## src/rtl/hysteretic_relperm_land_trapping_unit_macros.svh

```systemverilog
// ----------------------------------------------------------------------------
// Assertion macros for the relative permeability unit
// Concurrent assertion wrappers that compile away when ASSERT_OFF is set.
// ----------------------------------------------------------------------------
`ifndef HYSTERETIC_RELPERM_LAND_TRAPPING_UNIT_MACROS_SVH
`define HYSTERETIC_RELPERM_LAND_TRAPPING_UNIT_MACROS_SVH
`ifndef ASSERT_OFF
// Same-cycle implication, disabled while reset is active.
`define HRLT_ASSERT_IMP(lbl, clk, rstn, ante, cons) \
  lbl: assert property (@(posedge clk) disable iff (!rstn) (ante) |-> (cons)) \
    else $error("hrlt: assertion failed");
// Next-cycle implication, disabled while reset is active.
`define HRLT_ASSERT_NXT(lbl, clk, rstn, ante, cons) \
  lbl: assert property (@(posedge clk) disable iff (!rstn) (ante) |=> (cons)) \
    else $error("hrlt: assertion failed");
`else
`define HRLT_ASSERT_IMP(lbl, clk, rstn, ante, cons)
`define HRLT_ASSERT_NXT(lbl, clk, rstn, ante, cons)
`endif
`endif

```

## src/rtl/hrlt_pkg.sv

```systemverilog
// ----------------------------------------------------------------------------
// Relative permeability unit package
// Fixed-point widths, register indexes and the divider stage type.
// ----------------------------------------------------------------------------
package hrlt_pkg;

  localparam int FracBits = 16;
  // Effective saturations run from zero to one inclusive.
  localparam int SatW = FracBits + 1;
  localparam logic [SatW-1:0] OneQ = SatW'(1) << FracBits;

  // Shared divider geometry.
  localparam int QuoW = 24;
  localparam int NumW = 52;
  localparam int DenW = 33;

  localparam logic [24:0] SlopeMax = 25'h0FF_FFFF;
  localparam logic [24:0] SlopeMin = 25'h100_0000;

  typedef enum logic [1:0] {
    CfgResidualWater = 2'd0,
    CfgMaxNonwetKr   = 2'd1,
    CfgMaxWetKr      = 2'd2,
    CfgMaxTrapped    = 2'd3
  } cfg_idx_e;

  typedef struct packed {
    logic [DenW-1:0] rem;
    logic [QuoW-1:0] low;
    logic [DenW-1:0] den;
    logic [QuoW-1:0] quo;
    logic            ovf;
  } div_stage_t;

endpackage

```

## src/rtl/hrlt_div.sv

```systemverilog
// ----------------------------------------------------------------------------
// Pipelined restoring divider
// One quotient bit per stage; flags quotients that do not fit the output.
// ----------------------------------------------------------------------------
module hrlt_div (
  input  logic                          clk_i,
  input  logic                          en_i,
  input  logic [hrlt_pkg::NumW-1:0]     num_i,
  input  logic [hrlt_pkg::DenW-1:0]     den_i,
  output logic [hrlt_pkg::QuoW-1:0]     quo_o,
  output logic                          ovf_o
);
  import hrlt_pkg::*;

  div_stage_t st_q [QuoW];
  div_stage_t st_d [QuoW];
  div_stage_t init;

  function automatic div_stage_t div_step(div_stage_t a);
    logic [DenW:0] r2;
    div_stage_t    b;
    b  = a;
    r2 = {a.rem, a.low[QuoW-1]};
    b.low = a.low << 1;
    if (r2 >= {1'b0, a.den}) begin
      b.rem = DenW'(r2 - {1'b0, a.den});
      b.quo = {a.quo[QuoW-2:0], 1'b1};
    end else begin
      b.rem = r2[DenW-1:0];
      b.quo = {a.quo[QuoW-2:0], 1'b0};
    end
    return b;
  endfunction

  always_comb begin
    // The quotient overflows when the high part alone reaches the divisor.
    init.ovf = DenW'(num_i[NumW-1:QuoW]) >= den_i;
    init.rem = init.ovf ? '0 : DenW'(num_i[NumW-1:QuoW]);
    init.low = num_i[QuoW-1:0];
    init.den = den_i;
    init.quo = '0;
    st_d[0] = div_step(init);
    for (int k = 1; k < QuoW; k++) begin
      st_d[k] = div_step(st_q[k-1]);
    end
  end

  always_ff @(posedge clk_i) begin
    if (en_i) begin
      st_q <= st_d;
    end
  end

  assign quo_o = st_q[QuoW-1].quo;
  assign ovf_o = st_q[QuoW-1].ovf;

endmodule

```

## config.mk

```make
export PLATFORM = sky130hd
export DESIGN_NAME = hrlt_div
export DESIGN_NICKNAME = d
export VERILOG_FILES = /design/src/rtl/hysteretic_relperm_land_trapping_unit_macros.svh /design/src/rtl/hrlt_pkg.sv /design/src/rtl/hrlt_div.sv
export SDC_FILE = /design/constraint.sdc
export NUM_CORES = 2
export LEC_CHECK = 0
export BUFFER_PORTS_ARGS = -buffer_cell sky130_fd_sc_hd__clkbuf_2
export CAP_MARGIN = 20
export CELL_PAD_IN_SITES_DETAIL_PLACEMENT = 0
export CELL_PAD_IN_SITES_GLOBAL_PLACEMENT = 2
export CORE_MARGIN = 1.5
export CORE_UTILIZATION = 45
export DETAILED_ROUTE_END_ITERATION = 8
export GPL_ROUTABILITY_DRIVEN = 0
export HOLD_SLACK_MARGIN = 0.02
export PLACE_DENSITY_LB_ADDON = 0.05
export SYNTH_ARGS = -nofsm -noshare
export SYNTH_HDL_FRONTEND = slang
export SYNTH_SLANG_ARGS = --single-unit
export TNS_END_PERCENT = 10
```

## constraint.sdc

```tcl
create_clock -name clk_i -period 6.46 [get_ports clk_i]
set_clock_uncertainty 0.05 [all_clocks]
set_input_delay 0.969 -clock clk_i [delete_from_list [all_inputs] [get_ports clk_i]]
set_output_delay 0.969 -clock clk_i [all_outputs]
set_load 0.1 [all_outputs]
```

==> impl_summary.log <==
[metrics] number of synthesized flops with an enable pin: 2118
[metrics] maximum clock frequency: 174 MHz
[metrics] fraction of power consumed by sequential logic: 34.9%
[metrics] x dimension of the die: 507 µm
[metrics] initial core utilization: 45.4%
[metrics] proportion of synthesized flip-flops having asynchronous set or reset: 0%
[metrics] critical path endpoint category: flop
[metrics] count of input and output buffers: 111
[metrics] number of placed instances with taps included: 13200
[metrics] actual transition at the worst max-transition pin: 1.11 ns
[metrics] final worst-path cycle share: 88.8%
[metrics] library cell with the largest summed area after synthesis: edfxtp_1
[metrics] share of final-layout standard cells stronger than drive strength 1: 9.10%
[metrics] cts-stage hold buffer count: 0
[metrics] part of the power in combinational logic: 43.4%
[metrics] first-pass GRT wire length: 425 mm
[metrics] cells taking the most area after synthesis: edfxtp_1 (56%), ha_1 (8.9%), inv_1 (3.3%)
[metrics] sw frac: 37.4%
[metrics] router iterations before antenna repair: 6
[metrics] dominant synthesized flop cell: edfxtp_1
[metrics] die area: 257000 µm²
[metrics] data required time of the critical path: 7.02 ns
[metrics] post-cts repair resize count: 0
[metrics] clk slew on worst S/H paths: 0.06 ns
[metrics] Slew HR: 25.6%
[metrics] part of the power in the clock network: 21.7%
[metrics] Gate Count Post-Synth: 9878
[metrics] height of the chip: 507 µm
[metrics] critical path data arrival time: 6.30 ns
[metrics] power density cells: 497 nW/µm²
[metrics] sequential cell area fraction in the yosys report: 55.6%
[metrics] total DRC errors in the routed layout: 0
[metrics] largest net degree at the start of global routing: 166
[metrics] library cells used by synthesis: 94
[metrics] path type of the worst setup path: in -> reg
[metrics] antenna-violating nets left: 0
[metrics] clk sinks: 2118
[metrics] netlist area before placement: 114000 µm²
[metrics] final-report max-slew violation count: 0
[metrics] switching power: 23700 µW
[metrics] final number of hold-violating endpoints: 0
[metrics] total setup buffers inserted after CTS: 0
[metrics] Fillers: 22500
[metrics] overall routing resource usage: 21.1%
[metrics] vias per std cell: 5.49
[metrics] IR Drop Worst-Case VDD: 0.000304 V
[metrics] synthesis warning total: 0
[metrics] CTS tree: built
[metrics] final cell utilization of the core: 50.5%
[metrics] leakage power: 0.0517 µW
[metrics] Max-Cap Viols: 0
[metrics] number of nets produced by synthesis: 10800
[metrics] hold_ws: 0.234 ns
[metrics] count of routing violations after the opening detailed-route iteration: 5540
[metrics] clock tree root buffer cell: clkbuf_16
[metrics] detailed placement HPWL: 206 mm
[metrics] most common library cells after synthesis: edfxtp_1 (2118), inv_1 (996), ha_1 (816)
[metrics] total number of placement rows: 184
[metrics] fin cells: 13700
[metrics] mean routed wirelength per cell: 20.1 µm
[metrics] number of CTS-inserted buffers: 235
[metrics] setup repair after global routing missed its margin: false
[metrics] Clock Path Buffers: 3
[metrics] share of the synthesized area in the top cell type: 55.6%
[metrics] reg-to-reg setup timing slack: 1.52 ns
[metrics] flops & latches, synth: 2118
[metrics] Routed Wire Length: 275 mm
[metrics] outcome: completed
[metrics] Remaining Overflow, GRT: 0
[metrics] Critical Path Fanout Max: 34
[metrics] time the final worst path needs with I/O delays and setup: 5.74 ns
[metrics] most frequent cell after synthesis: edfxtp_1
[metrics] H-tree levels: 4
[metrics] Placeable Area: 252000 µm²
[metrics] Internal Power: 39600 µW
[metrics] number of antenna violations at the first check in global routing: 11
[metrics] Syn Area/Cell: 11.6 µm²
[metrics] worst min path class: in -> reg
[metrics] area added between synthesis and finish: 11.4%
[metrics] via count: 75000
[metrics] insertion delay of the later-clocked pin in the worst-skew pair: 0.86 ns
[metrics] nets: 11100
[metrics] vias in the first global route: 73000
[metrics] final setup vio count: 0
[metrics] sort of element at the start of the critical path: input port
[metrics] boundary pin count: 112
worst paths after layout:
check                                             to                  from  cells past startpoint
worst max-delay path            st_q[2753]$_DFFE_PP_              den_i[6]                     24
worst min register to register  st_d[1457]$_DFFE_PP_  st_d[1571]$_DFFE_PP_                      0
worst min-delay path            st_d[2603]$_DFFE_PP_             num_i[13]                      1
worst max register to register  st_q[1463]$_DFFE_PP_  st_d[1407]$_DFFE_PP_                     12
worst max-delay path, cell delays in order:
cell and delay (ns):
clkbuf_2 0.10, inv_1 0.07, ha_1 0.29, a21o_1 0.19, a21o_1 0.17, a2111oi_0 0.45
o21ai_0 0.27, a31oi_1 0.26, o21ai_0 0.17, a21oi_1 0.25, a2bb2oi_4 0.30, buf_4 0.38
and2_1 0.18, ha_1 0.28, a21o_1 0.18, a21oi_1 0.16, nor2_1 0.07, nor4b_1 0.34
buf_4 0.18, o2111ai_1 0.15, a21o_1 0.23, a31o_2 0.26, xor2_1 0.14, mux2_2 0.25
stage by stage:
| stage | setup TNS, ns | instance area, µm² | setup WS (ns) | total power [µW] |
|---|---|---|---|---|
| 2_1_floorplan | 0 | 114000 | 0.513 | 42100 |
| 3_3_place_gp | -0.734 | 119000 | -0.183 | 49600 |
| 4_1_cts | 0 | 127000 | 0.739 | 63800 |
| 5_1_grt | 0 | 127000 | 0.379 | 67800 |
| 3_5_place_dp | -1.87 | 119000 | -0.188 | 49700 |
| 6_report | 0 | 127000 | 0.724 | 63300 |
routing by layer:
metal  GRT usage, %  vias to the layer above  wire length (µm)
met5              0                        -                10
met4           5.04                        2              6090
met3           3.36                      368             13300
met2           33.8                     1443            128000
met1           29.8                    36300            128000
li1               -                    36900                 -
layout by cell type, fill, tap and decap left out, types with 148 or more instances in the layout:
cell and n:
nand2_1 763, nor2_1 466, nand3_1 148, mux2_2 240, clkbuf_16 237, xor2_1 262, xnor2_1 347, a21oi_1 736
a21o_1 403, inv_1 996, o21ai_0 692, ha_1 816, edfxtp_1 2118
sequential cells by signal, summed over array words and instances (netlist names):
name,cells
st_q,1058
st_d,1035
quo_o,24
ovf_o,1
power groups by stage:
| stage | combinational, µW | sequential [µW] | clock, µW |
|---|---|---|---|
| 6_report | 27500 | 22100 | 13700 |
| 5_1_grt | 30700 | 22400 | 14700 |
| 4_1_cts | 27500 | 22200 | 14200 |
| 3_5_place_dp | 27200 | 22400 | 0 |
| 3_3_place_gp | 27200 | 22500 | 0 |
| 2_1_floorplan | 20900 | 21200 | 0 |
cell type report:
type / count / area, µm² / share of cell area [%]
antenna: 2 / 5.00 / 0.00393
clock buffer: 267 / 6040 / 4.74
clock inverter: 166 / 1910 / 1.50
inverter: 997 / 3740 / 2.94
multi-input combinational: 6528 / 46100 / 36.2
sequential: 2118 / 63600 / 49.9
tap: 3348 / 4190 / 3.29
timing repair buffer: 248 / 1820 / 1.43
logic make-up after synthesis:
logic type,after synthesis,synth area share (%)
buffers and inverters,1232,4.20
xor gates and xnor gates,609,4.66
AOI/OAI and AO/OA,2650,14.6
adders and majority gates,839,9.33
DFF,2118,55.6
and+or+nand+nor,2162,9.01
muxes,268,2.61
Power figures use the tool's default switching activity.
